`src/hdl/gmd_pkg.sv`:
```
// Package for the gzip member deframer: phase and status codes, the item passed
// from the header parser to the tail stage, and the header CRC-32 byte update.
// No dependencies.
`default_nettype none

package gmd_pkg;

  localparam int unsigned LengthBitsDefault = 32;
  localparam int unsigned FifoDepthDefault  = 4;

  localparam logic [7:0]  MAGIC_ID1       = 8'h1F;
  localparam logic [7:0]  MAGIC_ID2       = 8'h8B;
  localparam logic [7:0]  METHOD_DEFLATE  = 8'd8;
  localparam logic [7:0]  FLG_RESERVED    = 8'hE0;
  localparam logic [31:0] CRC_INIT        = 32'hFFFF_FFFF;
  localparam logic [31:0] CRC_POLY        = 32'hEDB8_8320;
  localparam logic [31:0] MAX_SIZE_RESET  = 32'd100000000;
  localparam int unsigned MIN_MEMBER_LEN  = 18;
  localparam int unsigned TAIL_BYTES      = 8;
  localparam int unsigned FIXED_HDR_LAST  = 9;

  localparam int unsigned FLG_HCRC_BIT    = 1;
  localparam int unsigned FLG_EXTRA_BIT   = 2;
  localparam int unsigned FLG_NAME_BIT    = 3;
  localparam int unsigned FLG_COMMENT_BIT = 4;

  typedef enum logic [2:0] {
    PH_FIXED   = 3'd0,
    PH_XLEN    = 3'd1,
    PH_XSKIP   = 3'd2,
    PH_NAME    = 3'd3,
    PH_COMMENT = 3'd4,
    PH_HCRC    = 3'd5,
    PH_BODY    = 3'd6,
    PH_ERROR   = 3'd7
  } gmd_phase_e;

  typedef enum logic [3:0] {
    ST_OK        = 4'd0,
    ST_MAGIC     = 4'd1,
    ST_METHOD    = 4'd2,
    ST_RESERVED  = 4'd3,
    ST_TRUNCATED = 4'd4,
    ST_HDR_CRC   = 4'd5,
    ST_SIZE      = 4'd6,
    ST_EMPTY     = 4'd7,
    ST_SHORT     = 4'd8
  } gmd_status_e;

  // One classified byte from the header parser to the tail stage.
  typedef struct packed {
    logic [7:0]  data;
    logic        last;
    logic        is_body;
    gmd_status_e pre_status;   // final status when nonzero, else decided by the tail
  } gmd_item_t;

  function automatic logic [31:0] crc_byte(logic [31:0] c, logic [7:0] b);
    logic [31:0] r;
    r = c ^ {24'd0, b};
    for (int k = 0; k < 8; k++) begin
      r = r[0] ? ((r >> 1) ^ CRC_POLY) : (r >> 1);
    end
    return r;
  endfunction

  // Next optional header field after ph, per the FLG byte.
  function automatic gmd_phase_e next_after(gmd_phase_e ph, logic [7:0] flags);
    gmd_phase_e n;
    if (ph < PH_XLEN && flags[FLG_EXTRA_BIT]) n = PH_XLEN;
    else if (ph < PH_NAME && flags[FLG_NAME_BIT]) n = PH_NAME;
    else if (ph < PH_COMMENT && flags[FLG_COMMENT_BIT]) n = PH_COMMENT;
    else if (ph < PH_HCRC && flags[FLG_HCRC_BIT]) n = PH_HCRC;
    else n = PH_BODY;
    return n;
  endfunction

endpackage

`default_nettype wire

```
`src/hdl/gmd_front.sv`:
```
// Header parser: accepts member bytes, walks the gzip header fields, checks
// magic, method, flags and header CRC, and classifies each byte. Uses gmd_pkg.
`default_nettype none

module gmd_front import gmd_pkg::*; #(
  parameter int unsigned LENGTH_BITS = LengthBitsDefault
) (
  input  wire logic      clk_i,
  input  wire logic      rst_ni,
  input  wire logic      accept_i,
  input  wire logic [7:0] data_byte_i,
  input  wire logic      last_byte_i,
  output gmd_item_t      item_o
);

  gmd_phase_e              phase_q, phase_d, phase_nx;
  logic [7:0]              flags_q, flags_d;
  logic [15:0]             count_q, count_d;
  logic [31:0]             crc_q, crc_d;
  logic [7:0]              hcrc_lo_q, hcrc_lo_d;
  logic                    half_q, half_d;
  logic [LENGTH_BITS-1:0]  len_q, len_d, len_nx;
  gmd_status_e             err_q, err_d, err_nx;
  logic [31:0]             crc_upd;
  logic [15:0]             cnt_full, cnt_m1;

  assign crc_upd  = crc_byte(crc_q, data_byte_i);
  assign cnt_full = {data_byte_i, count_q[7:0]};
  assign cnt_m1   = count_q - 16'd1;
  assign len_nx   = (len_q == '1) ? len_q : len_q + LENGTH_BITS'(1);

  // Next state
  always_comb begin
    phase_nx  = phase_q;
    flags_d   = flags_q;
    count_d   = count_q;
    crc_d     = crc_q;
    hcrc_lo_d = hcrc_lo_q;
    half_d    = half_q;
    err_nx    = err_q;
    unique case (phase_q)
      PH_FIXED: begin
        crc_d   = crc_upd;
        count_d = count_q + 16'd1;
        if ((count_q == 16'd0 && data_byte_i != MAGIC_ID1) ||
            (count_q == 16'd1 && data_byte_i != MAGIC_ID2)) begin
          err_nx = ST_MAGIC; phase_nx = PH_ERROR;
        end else if (count_q == 16'd2 && data_byte_i != METHOD_DEFLATE) begin
          err_nx = ST_METHOD; phase_nx = PH_ERROR;
        end else if (count_q == 16'd3 && (data_byte_i & FLG_RESERVED) != 8'd0) begin
          err_nx = ST_RESERVED; phase_nx = PH_ERROR;
        end else begin
          if (count_q == 16'd3) flags_d = data_byte_i;
          if (count_q >= 16'(FIXED_HDR_LAST)) begin
            count_d  = 16'd0;
            phase_nx = next_after(PH_FIXED, flags_q);
          end
        end
      end
      PH_XLEN: begin
        crc_d = crc_upd;
        if (!half_q) begin
          count_d = {8'd0, data_byte_i};
          half_d  = 1'b1;
        end else begin
          count_d  = cnt_full;
          half_d   = 1'b0;
          phase_nx = (cnt_full != 16'd0) ? PH_XSKIP : next_after(PH_XSKIP, flags_q);
        end
      end
      PH_XSKIP: begin
        crc_d   = crc_upd;
        count_d = cnt_m1;
        if (cnt_m1 == 16'd0) phase_nx = next_after(PH_XSKIP, flags_q);
      end
      PH_NAME, PH_COMMENT: begin
        crc_d = crc_upd;
        if (data_byte_i == 8'd0) phase_nx = next_after(phase_q, flags_q);
      end
      PH_HCRC: begin
        if (!half_q) begin
          hcrc_lo_d = data_byte_i;
          half_d    = 1'b1;
        end else begin
          half_d = 1'b0;
          if ({data_byte_i, hcrc_lo_q} != ~crc_q[15:0]) begin
            err_nx = ST_HDR_CRC; phase_nx = PH_ERROR;
          end else begin
            phase_nx = PH_BODY;
          end
        end
      end
      PH_BODY, PH_ERROR: ;
      default: ;
    endcase

    phase_d = phase_nx;
    err_d   = err_nx;
    len_d   = len_nx;
    // Clear the member state on its last byte
    if (last_byte_i) begin
      phase_d   = PH_FIXED;
      flags_d   = 8'd0;
      count_d   = 16'd0;
      crc_d     = CRC_INIT;
      hcrc_lo_d = 8'd0;
      half_d    = 1'b0;
      err_d     = ST_OK;
      len_d     = '0;
    end
  end

  // Outputs
  always_comb begin
    item_o.data       = data_byte_i;
    item_o.last       = last_byte_i;
    item_o.is_body    = (phase_q == PH_BODY);
    item_o.pre_status = ST_OK;
    if (last_byte_i) begin
      priority if (len_nx < LENGTH_BITS'(MIN_MEMBER_LEN)) item_o.pre_status = ST_SHORT;
      else if (err_nx != ST_OK)                           item_o.pre_status = err_nx;
      else if (phase_nx != PH_BODY)                       item_o.pre_status = ST_TRUNCATED;
      else                                                item_o.pre_status = ST_OK;
    end
  end

  always_ff @(posedge clk_i or negedge rst_ni) begin
    if (!rst_ni) begin
      phase_q   <= PH_FIXED;
      flags_q   <= 8'd0;
      count_q   <= 16'd0;
      crc_q     <= CRC_INIT;
      hcrc_lo_q <= 8'd0;
      half_q    <= 1'b0;
      err_q     <= ST_OK;
      len_q     <= '0;
    end else if (accept_i) begin
      phase_q   <= phase_d;
      flags_q   <= flags_d;
      count_q   <= count_d;
      crc_q     <= crc_d;
      hcrc_lo_q <= hcrc_lo_d;
      half_q    <= half_d;
      err_q     <= err_d;
      len_q     <= len_d;
    end
  end

  a_error_latched: assert property (@(posedge clk_i) disable iff (!rst_ni)
    (phase_q == PH_ERROR) |-> (err_q != ST_OK))
    else $error("error phase without a latched code");

  a_fixed_count: assert property (@(posedge clk_i) disable iff (!rst_ni)
    (phase_q == PH_FIXED && err_q == ST_OK) |-> (count_q <= 16'(FIXED_HDR_LAST)))
    else $error("fixed header index out of range");

endmodule

`default_nettype wire

```
`src/hdl/gmd_fifo.sv`:
```
// Short queue of classified items between the header parser and the tail
// stage. Uses gmd_pkg for the item type.
`default_nettype none

module gmd_fifo import gmd_pkg::*; #(
  parameter int unsigned DEPTH = FifoDepthDefault
) (
  input  wire logic      clk_i,
  input  wire logic      rst_ni,
  input  wire logic      wr_en_i,
  input  wire gmd_item_t wr_item_i,
  output logic           full_o,
  output logic           valid_o,
  input  wire logic      rd_en_i,
  output gmd_item_t      rd_item_o
);

  localparam int unsigned PtrW = (DEPTH > 1) ? $clog2(DEPTH) : 1;
  localparam int unsigned CntW = $clog2(DEPTH + 1);

  gmd_item_t       mem_q [DEPTH];
  logic [PtrW-1:0] wr_ptr_q, rd_ptr_q;
  logic [CntW-1:0] count_q;
  logic            do_wr, do_rd;

  assign full_o    = (count_q == CntW'(DEPTH));
  assign valid_o   = (count_q != '0);
  assign do_wr     = wr_en_i && !full_o;
  assign do_rd     = rd_en_i && valid_o;
  assign rd_item_o = mem_q[rd_ptr_q];

  always_ff @(posedge clk_i) begin
    if (do_wr) mem_q[wr_ptr_q] <= wr_item_i;
  end

  always_ff @(posedge clk_i or negedge rst_ni) begin
    if (!rst_ni) begin
      wr_ptr_q <= '0;
      rd_ptr_q <= '0;
      count_q  <= '0;
    end else begin
      if (do_wr) wr_ptr_q <= (wr_ptr_q == PtrW'(DEPTH - 1)) ? '0 : wr_ptr_q + PtrW'(1);
      if (do_rd) rd_ptr_q <= (rd_ptr_q == PtrW'(DEPTH - 1)) ? '0 : rd_ptr_q + PtrW'(1);
      if (do_wr && !do_rd)      count_q <= count_q + CntW'(1);
      else if (do_rd && !do_wr) count_q <= count_q - CntW'(1);
    end
  end

  a_count_bound: assert property (@(posedge clk_i) disable iff (!rst_ni)
    count_q <= CntW'(DEPTH))
    else $error("queue count beyond depth");

endmodule

`default_nettype wire

```
`src/hdl/gmd_back.sv`:
```
// Tail stage: runs the 8-byte delay line, releases body bytes, extracts the
// footer and settles the member status. Holds the size limit register. Uses gmd_pkg.
`default_nettype none

module gmd_back import gmd_pkg::*; (
  input  wire logic        clk_i,
  input  wire logic        rst_ni,
  input  wire logic        cfg_we_i,
  input  wire logic [31:0] cfg_wdata_i,
  input  wire logic        item_valid_i,
  input  wire gmd_item_t   item_i,
  output logic             item_take_o,
  output logic             out_valid_o,
  input  wire logic        out_pop_i,
  output logic [7:0]       payload_byte_o,
  output logic             payload_valid_o,
  output logic             payload_last_o,
  output logic             member_done_o,
  output logic [3:0]       status_o,
  output logic [31:0]      footer_crc_o,
  output logic [31:0]      footer_size_o
);

  logic [31:0] max_q;
  logic [7:0]  delay_q [TAIL_BYTES];
  logic [7:0]  delay_d [TAIL_BYTES];
  logic [3:0]  fill_q, fill_d, fill_nx;
  logic        seen_q, seen_d, seen_nx;
  logic        out_valid_q;
  logic [7:0]  pay_q, pay_d;
  logic        pay_valid_q, pay_valid_d;
  logic        last_q;
  gmd_status_e status_q, status_d;
  logic [31:0] fcrc_q, fcrc_d, fsize_q, fsize_d, fsize_nx;
  logic        have_footer;

  assign item_take_o = item_valid_i && (!out_valid_q || out_pop_i);

  always_comb begin
    delay_d     = delay_q;
    fill_nx     = fill_q;
    seen_nx     = seen_q;
    pay_d       = 8'd0;
    pay_valid_d = 1'b0;
    if (item_i.is_body) begin
      if (fill_q == 4'(TAIL_BYTES)) begin
        // Shift the delay line and release its oldest byte
        pay_d       = delay_q[0];
        pay_valid_d = 1'b1;
        seen_nx     = 1'b1;
        for (int i = 0; i < TAIL_BYTES - 1; i++) delay_d[i] = delay_q[i+1];
        delay_d[TAIL_BYTES-1] = item_i.data;
      end else begin
        delay_d[fill_q[2:0]] = item_i.data;
        fill_nx              = fill_q + 4'd1;
      end
    end

    have_footer = item_i.last && (fill_nx == 4'(TAIL_BYTES));
    fsize_nx    = {delay_d[7], delay_d[6], delay_d[5], delay_d[4]};
    fcrc_d      = have_footer ? {delay_d[3], delay_d[2], delay_d[1], delay_d[0]} : 32'd0;
    fsize_d     = have_footer ? fsize_nx : 32'd0;

    status_d = ST_OK;
    if (item_i.last) begin
      priority if (item_i.pre_status != ST_OK)        status_d = item_i.pre_status;
      else if (have_footer && fsize_nx > max_q)       status_d = ST_SIZE;
      else if (!seen_nx)                              status_d = ST_EMPTY;
      else                                            status_d = ST_OK;
    end

    fill_d = item_i.last ? 4'd0 : fill_nx;
    seen_d = item_i.last ? 1'b0 : seen_nx;
  end

  always_ff @(posedge clk_i) begin
    if (item_take_o) begin
      delay_q     <= delay_d;
      pay_q       <= pay_d;
      pay_valid_q <= pay_valid_d;
      last_q      <= item_i.last;
      status_q    <= status_d;
      fcrc_q      <= fcrc_d;
      fsize_q     <= fsize_d;
    end
  end

  always_ff @(posedge clk_i or negedge rst_ni) begin
    if (!rst_ni) begin
      max_q       <= MAX_SIZE_RESET;
      fill_q      <= 4'd0;
      seen_q      <= 1'b0;
      out_valid_q <= 1'b0;
    end else begin
      if (cfg_we_i) max_q <= cfg_wdata_i;
      if (item_take_o) begin
        fill_q <= fill_d;
        seen_q <= seen_d;
      end
      // Hold the result until popped; refill in the same cycle
      if (item_take_o)    out_valid_q <= 1'b1;
      else if (out_pop_i) out_valid_q <= 1'b0;
    end
  end

  assign out_valid_o     = out_valid_q;
  assign payload_byte_o  = pay_q;
  assign payload_valid_o = pay_valid_q;
  assign payload_last_o  = pay_valid_q && last_q;
  assign member_done_o   = last_q;
  assign status_o        = status_q;
  assign footer_crc_o    = fcrc_q;
  assign footer_size_o   = fsize_q;

  a_fill_bound: assert property (@(posedge clk_i) disable iff (!rst_ni)
    fill_q <= 4'(TAIL_BYTES))
    else $error("delay line fill beyond its length");

  a_status_on_done: assert property (@(posedge clk_i) disable iff (!rst_ni)
    (out_valid_q && !last_q) |-> (status_q == ST_OK && fcrc_q == 32'd0))
    else $error("status or footer reported mid-member");

endmodule

`default_nettype wire

```
`src/hdl/gzip_member_deframer.sv`:
```
// Top level of the gzip member deframer: header parser, item queue and tail
// stage. Uses gmd_pkg, gmd_front, gmd_fifo and gmd_back.
//
//   channel   ports                                   transaction when
//   input     push, full, data_byte_i, last_byte_i    push && !full
//   result    empty, pop, payload_*, member_done_o,   pop && !empty
//             status_o, footer_crc_o, footer_size_o
//   config    cfg_we_i, cfg_wdata_i                   cfg_we_i
//
// One byte in and one result out per cycle sustained while pop keeps up; the
// header parser settles a byte (fixed header, optional fields, CRC-32 byte
// update) in the cycle it is accepted. A result passes through the item queue
// and the output register before it reaches the result ports. Reset leaves
// the block ready at once with no clearing pass.
// A stalled result side fills the output register, then the item queue
// (FIFO_DEPTH entries), and only then raises full.
`default_nettype none

module gzip_member_deframer import gmd_pkg::*; #(
  parameter int unsigned LENGTH_BITS = LengthBitsDefault,
  parameter int unsigned FIFO_DEPTH  = FifoDepthDefault
) (
  input  wire logic        clk_i,
  input  wire logic        rst_ni,
  input  wire logic        push,
  output logic             full,
  input  wire logic [7:0]  data_byte_i,
  input  wire logic        last_byte_i,
  output logic             empty,
  input  wire logic        pop,
  output logic [7:0]       payload_byte_o,
  output logic             payload_valid_o,
  output logic             payload_last_o,
  output logic             member_done_o,
  output logic [3:0]       status_o,
  output logic [31:0]      footer_crc_o,
  output logic [31:0]      footer_size_o,
  input  wire logic        cfg_we_i,
  input  wire logic [31:0] cfg_wdata_i
);

  gmd_item_t front_item, queue_item;
  logic      accept, queue_full, queue_valid, queue_take, out_valid;

  assign accept = push && !queue_full;
  assign full   = queue_full;
  assign empty  = !out_valid;

  gmd_front #(.LENGTH_BITS(LENGTH_BITS)) u_front (
    .clk_i       (clk_i),
    .rst_ni      (rst_ni),
    .accept_i    (accept),
    .data_byte_i (data_byte_i),
    .last_byte_i (last_byte_i),
    .item_o      (front_item)
  );

  gmd_fifo #(.DEPTH(FIFO_DEPTH)) u_fifo (
    .clk_i     (clk_i),
    .rst_ni    (rst_ni),
    .wr_en_i   (accept),
    .wr_item_i (front_item),
    .full_o    (queue_full),
    .valid_o   (queue_valid),
    .rd_en_i   (queue_take),
    .rd_item_o (queue_item)
  );

  gmd_back u_back (
    .clk_i           (clk_i),
    .rst_ni          (rst_ni),
    .cfg_we_i        (cfg_we_i),
    .cfg_wdata_i     (cfg_wdata_i),
    .item_valid_i    (queue_valid),
    .item_i          (queue_item),
    .item_take_o     (queue_take),
    .out_valid_o     (out_valid),
    .out_pop_i       (pop),
    .payload_byte_o  (payload_byte_o),
    .payload_valid_o (payload_valid_o),
    .payload_last_o  (payload_last_o),
    .member_done_o   (member_done_o),
    .status_o        (status_o),
    .footer_crc_o    (footer_crc_o),
    .footer_size_o   (footer_size_o)
  );

endmodule

`default_nettype wire
```
`config.mk`:
```
export PLATFORM = sky130hd
export DESIGN_NAME = gzip_member_deframer
export DESIGN_NICKNAME = d
export VERILOG_FILES = /design/src/hdl/gmd_pkg.sv /design/src/hdl/gmd_front.sv /design/src/hdl/gmd_fifo.sv /design/src/hdl/gmd_back.sv /design/src/hdl/gzip_member_deframer.sv
export SDC_FILE = /design/constraint.sdc
export NUM_CORES = 1
export LEC_CHECK = 0
export BUFFER_PORTS_ARGS = -buffer_cell sky130_fd_sc_hd__buf_2
export CAP_MARGIN = 20
export CORE_MARGIN = 2
export CORE_UTILIZATION = 44
export DETAILED_ROUTE_END_ITERATION = 6
export SLEW_MARGIN = 20
export SYNTH_ARGS = -nofsm -noshare
export SYNTH_HDL_FRONTEND = slang
export SYNTH_SLANG_ARGS = --single-unit
```
`constraint.sdc`:
```
create_clock -name clk_i -period 5.87 [get_ports clk_i]
set_input_delay 1.174 -clock clk_i [delete_from_list [all_inputs] [get_ports clk_i]]
set_output_delay 1.174 -clock clk_i [all_outputs]
set_load 0.03 [all_outputs]
```
Word level (Yosys, flattened, before mapping). Memories as Yosys holds them, arrays and structs flattened. Cells that the tools add are included. W data, S select, Z words.

Bits in registers: 288. RAM bits: 56. Memories: 1.

Add/sub/neg operators: 8. Order comparisons: 9. Equality and inequality tests: 25. Multiplexer cells: 85. Bitwise logic cells: 11. Reductions and logical operators: 51.

Memories: u_fifo.mem_q (depth 4, bits a word 14, rd ports 1, clocked after Yosys merged registers in 0, write ports 1, line gmd_fifo.sv:21) `gmd_item_t mem_q [DEPTH];`.

Operators by type and width (number): $mux W32 (12); $mux W64 (2); $not A13 Y14 (8); $mux W16 (6); $bwmux W64 (1); $mux W3 (19); $mux W4 (14); $pmux W16 S3 (1); $add A32 B1 Y32 const B (1); $eq A16 B2 Y1 const B (2); $eq A32 B32 Y1 const B (1); $gt A32 B32 Y1 (1); $logic_not A16 Y1 (2); $lt A32 B5 Y1 const B (1); $mux W8 (4); $xor A32 B8 Y32 (1); $mux W5 (6); $demux W8 S3 (1); $logic_and A1 B1 Y1 (18); $add A16 B1 Y16 const B (1); $eq A16 B1 Y1 const B (1); $ge A16 B4 Y1 const B (1); $ne A16 B16 Y1 (1); $not A16 Y16 (1); 39 further kinds (83).

Depth between registers and ports, before layout.
Depth in word-level cells: 19. Depth in mapped cells: 19. Depth with buffers taken out: 16.

By module. From an unflattened synthesis, not the netlist that was laid out.

Cells, all modules: 1654. Area, all modules: 17989.8 µm².

By module, submodules not included: gmd_back (times used 1, cells an instance 735, area an instance 8415.6 µm², sequential area each 5230.0 µm²); gmd_front (times used 1, cells an instance 807, area an instance 7041.8 µm², sequential area each 2542.4 µm²); gmd_fifo (times used 1, cells an instance 110, area an instance 2514.9 µm², sequential area each 1856.8 µm²); gzip_member_deframer (times used 1, cells an instance 2, area an instance 17.5 µm², sequential area each 0.0 µm²).

Worst setup path before layout. OpenSTA, ideal clock, no wires.

Path type: input -> register. Start point: in pop. End point: reg u_back.fill_q[0]. Setup time: 0.117 ns. Data arrival time: 5.002 ns. Path slack: 0.751 ns. Stages: 5. Buffers on the path: 0. Path through: inv_1 -> a21o_1 -> inv_1 -> nand2b_1 -> o41ai_1.

Cells in the longest elaborated chain, start to end: 2.

Ends and longest elaborated chain: from (decl) (line gzip_member_deframer.sv:30) `input wire logic pop,`; $logic_or A1 B1 Y1 (line gmd_back.sv:37) `assign item_take_o = item_valid_i && (!out_valid_q || out_pop_i);`; $logic_and A1 B1 Y1 (line gmd_back.sv:37); via queue_take (line gzip_member_deframer.sv:43) `logic accept, queue_full, queue_valid, queue_take, out_valid;`; to (signal assigned) (line gmd_back.sv:97) `fill_q <= fill_d;`; to (decl) (line gmd_back.sv:27) `logic [3:0] fill_q, fill_d, fill_nx;`.

The timed path passes the listed nets, and every way through them passes these cells. A chain may end at the register's enable or synchronous reset.

==> results.txt <==
The hold-critical path depth came out at 1. The wire length of the first global-routing pass is 72.13 mm. Of all nets on the critical path, the largest fanout is 49. Counting flops with an async set or reset pin after synthesis yields a share of 42.27%. The insertion delay to the later sink of the worst-skew pair is 0.56 ns. The die covers 42790 sq um. The worst setup path is launched from a register. The worst setup path is captured at a register. The final number of max-transition violations is 0.

The total standard cell area after synthesis is 18110 sq um. The required time of the critical path came out at 6.17 ns. After detailed routing, the number of remaining DRC violations is 0. The routability congestion estimate from global placement is 0.8608.

Across all hold checks on the routed design, the worst slack comes to 0.4881 ns. In this design, the critical path's most frequently occurring cell is sky130_fd_sc_hd__a21o_1. After global routing the overflow that remains totals 0. At the pin with the least slew margin, the transition time is 1.078 ns. The detailed router placed 13770 vias in this run. The number of nets still failing antenna checks after routing came out at 0.

After clock tree synthesis, the repair step resized 0 gates. The design area came out at 20350 sq um. The highest cell delay on the worst timing path came out at 0.82 ns.

The worst reg2reg path depth is 13. The area fraction of the dominant cell type after synthesis is 32.84%. The detailed-router iteration count before antenna repair came out at 5.

The clock-pin slew of the registers on the worst-case setup and hold paths is 0.06 ns. The quantity of hold-fixing buffers added after cts is 0. The number of global-route vias before repair is 13120. The worst pin sits at a relative slew slack of 27.58%.

In the finished design, the share of the clock period the worst path needs comes to 79.16%. The flow ran to the end, and the final reports show no timing, DRC or antenna violations. Dividing the detail-routed wire length by the instance count gives 19.32 um. For this run, the post-layout net count is 1892. The placement row count is 74.

The flop and latch count out of synthesis came out at 343. The maximum VDD drop is 0.0002722 V. The reported max-cap violation count is 0. The number of antenna violations at the first check in global routing was 0. Among all stages on the critical path, the largest delay is contributed by sky130_fd_sc_hd__dfrtp_1. In the final timing run, aggregate negative setup slack is 0 ns. Yosys printed 0 warnings. TritonCTS created 39 clock buffers. The post-synthesis sequential area ratio is 53.18%. The post-detailed-routing wire length came out at 45.64 mm. The horizontal die dimension came out at 206.9 um. Global routing consumed, over all layers together, 21.40% of the routing resources. TritonCTS built the clock tree. The count of boundary I/O pins came out at 127. The data arrival time of the critical path came out at 4.95 ns.

The mean area per synthesized cell came out at 10.43 sq um. The number of antenna diodes in the final layout is 0. The tightest min-delay check is of the register to register type. By count the netlist is led by 221 x sky130_fd_sc_hd__nand2_1, 198 x sky130_fd_sc_hd__edfxtp_1, 136 x sky130_fd_sc_hd__a21oi_1, 136 x sky130_fd_sc_hd__o21ai_0, 106 x sky130_fd_sc_hd__nor2_1. After technology mapping, the gate count stands at 1736. The synthesized design contains 198 enable-type register cells.

The clock period could shrink to 4.647 ns. In this run the post-CTS setup repair buffer count came out at 0. The number of H-tree levels is 2. The clock passes through at most 3 buffers.

The net count after synthesis came out at 1828. After detailed routing, the number of vias per cell comes to 5.830. For this block, the initial DRC count from the detailed router was 988. The cell area after placement is 19030 sq um.

The power per cell area came out at 521.2 nW/um^2. Summed over all instances, the cell type with the most area after synthesis is sky130_fd_sc_hd__edfxtp_1. The worst clock skew came out at 0.02798 ns.

The clock drives 343 sinks. Yosys instantiated no cell more often than sky130_fd_sc_hd__nand2_1. The count of endpoints failing setup in the final report is 0.

The leakage power is 8.059 nW. The floorplan die height is 206.9 um. The type of the worst setup path is register to register.

The core area came out at 40740 sq um. CTS placed an instance of sky130_fd_sc_hd__clkbuf_16 at the clock tree root. The share of cells above drive strength 1 is 16.45%. The count of buffers added on input and output ports is 126. Derived from the worst setup path, the maximum achievable clock frequency is 215.2 MHz. Traced cell by cell, the critical path runs through mux2_2, o21a_4, o21ai_1, mux2_2, ha_1, a21o_1, a21o_1, a21o_1, a21o_1, a211o_1, o211ai_1, a311o_1, a21oi_1. The relative area change from synthesis to final layout is 12.38%. The HPWL after detailed placement came out at 30.69 mm. The hold violation count in the final report came to 0. The most used flip-flop cell after synthesis is sky130_fd_sc_hd__edfxtp_1.

Sorting the synthesized cells by area gives the leading types as sky130_fd_sc_hd__edfxtp_1 33%, sky130_fd_sc_hd__dfrtp_1 14%, sky130_fd_sc_hd__dfstp_2 6.4%, sky130_fd_sc_hd__nand2_1 4.6%, sky130_fd_sc_hd__a21oi_1 3.8%. The pin count of the biggest net entering global routing is 95. For this configuration, the core starts out at a cell density of 44.45%.

The distinct cell type count after synthesis came out at 81. Setup repair after global routing left no endpoint under its margin.
metal layers:
metal | up-vias | share of wire [%] | global-route usage [%]
met5 | - | 0 | 0
met4 | 0 | 2.5 | 6.282
met3 | 71 | 5.1 | 3.359
met2 | 418 | 48 | 35.23
met1 | 6774 | 44 | 29.31
li1 | 6507 | - | -
sequential cells by signal, summed over array words and instances, names as in the netlist, 2 cells and up:
| signal | cells |
|---|---|
| u_fifo.rd_ptr_q | 2 |
| u_back.fill_q | 4 |
| u_front.count_q | 16 |
| u_fifo.mem_q | 56 |
| u_front.flags_q | 4 |
| u_front.len_q | 32 |
| u_front.crc_q | 32 |
| u_fifo.count_q | 3 |
| u_back.status_o | 4 |
| u_fifo.wr_ptr_q | 2 |
| u_back.max_q | 32 |
| u_front.err_q | 4 |
| u_front.hcrc_lo_q | 8 |
| u_back.footer_size_o | 32 |
| u_back.delay_q | 64 |
| u_back.footer_crc_o | 32 |
| u_back.payload_byte_o | 8 |
| u_front.phase_q | 3 |
worst paths after layout:
check / start / end / slack [ns]
worst max-delay path: u_fifo.rd_ptr_q[1] / u_back.status_o[2] / 1.22
worst min-delay path: u_fifo.count_q[2] / u_fifo.count_q[2] / 0.49
worst max register to register: u_fifo.rd_ptr_q[1] / u_back.status_o[2] / 1.22
worst min register to register: u_fifo.count_q[2] / u_fifo.count_q[2] / 0.49
max in group asynchronous: rst_ni / u_back.max_q[28] / 3.92
min in group asynchronous: rst_ni / u_front.count_q[15] / 0.74
power by group:
group	internal (mW)	switching (mW)	leakage [nW]	total (mW)
combinational	1.53	2.74	3.69	4.27
clock	1.48	1.01	0.628	2.50
sequential	3.39	0.451	3.75	3.84
area by class of cell:
| cell class | count | area (sq um) |
|---|---|---|
| fill | 3714 | 20390 |
| tap | 532 | 665.6 |
| clock inverter | 22 | 277.8 |
| inverter | 54 | 207.7 |
| sequential | 343 | 9629 |
| timing repair buffer | 140 | 742.0 |
| clock buffer | 49 | 1033 |
| multi-input combinational | 1222 | 7794 |
worst max-delay path, delay by kind of cell, from the launching register on:
family / cells / cell delay, ns
AOI/OAI and AO/OA: 10 / 2.35
adders and majority gates: 1 / 0.32
DFF: 1 / 0.82
muxes: 2 / 0.87
logic make-up after synthesis:
family | count (synthesis) | share of synthesized area [%]
adder cells (fa/ha/maj) | 46 | 3.220
XOR/XNOR | 107 | 5.176
multiplexers | 27 | 2.474
buffers and inverters | 171 | 3.883
flip-flops | 343 | 53.18
AO/OA/AOI/OAI | 492 | 17.16
AND/OR/NAND/NOR | 550 | 14.91
through the flow:
step	util [%]	power, mW	std cells	worst slack (ns)
6_report	49.95	10.61	2362	1.223
3_3_place_gp	46.72	8.069	2291	1.297
2_1_floorplan	-	7.033	1736	0.7513
5_1_grt	49.95	11.30	2362	1.077
3_5_place_dp	46.72	8.130	2291	1.255
4_1_cts	49.94	10.68	2362	1.230
layout by cell type, fill, tap and decap left out, drive strengths merged, types with 8 or more instances in the layout:
cell type,instances
mux4,13
and2,20
mux2,12
a22o,48
nor2b,12
nand4,33
a211oi,29
dfrtp,101
clkinv,12
o31ai,18
o211ai,8
xor2,36
nand2b,16
inv,55
edfxtp,198
and3,23
and4,9
dfstp,44
o21ai,144
buf,140
ha,45
a21oi,136
clkbuf,49
or3,9
nor4,21
nand3,21
nor2,106
nor3b,8
nor3,30
a31oi,15
o22ai,27
a21o,20
nand2,221
xnor2,71
(Power assumes the default switching activity.)
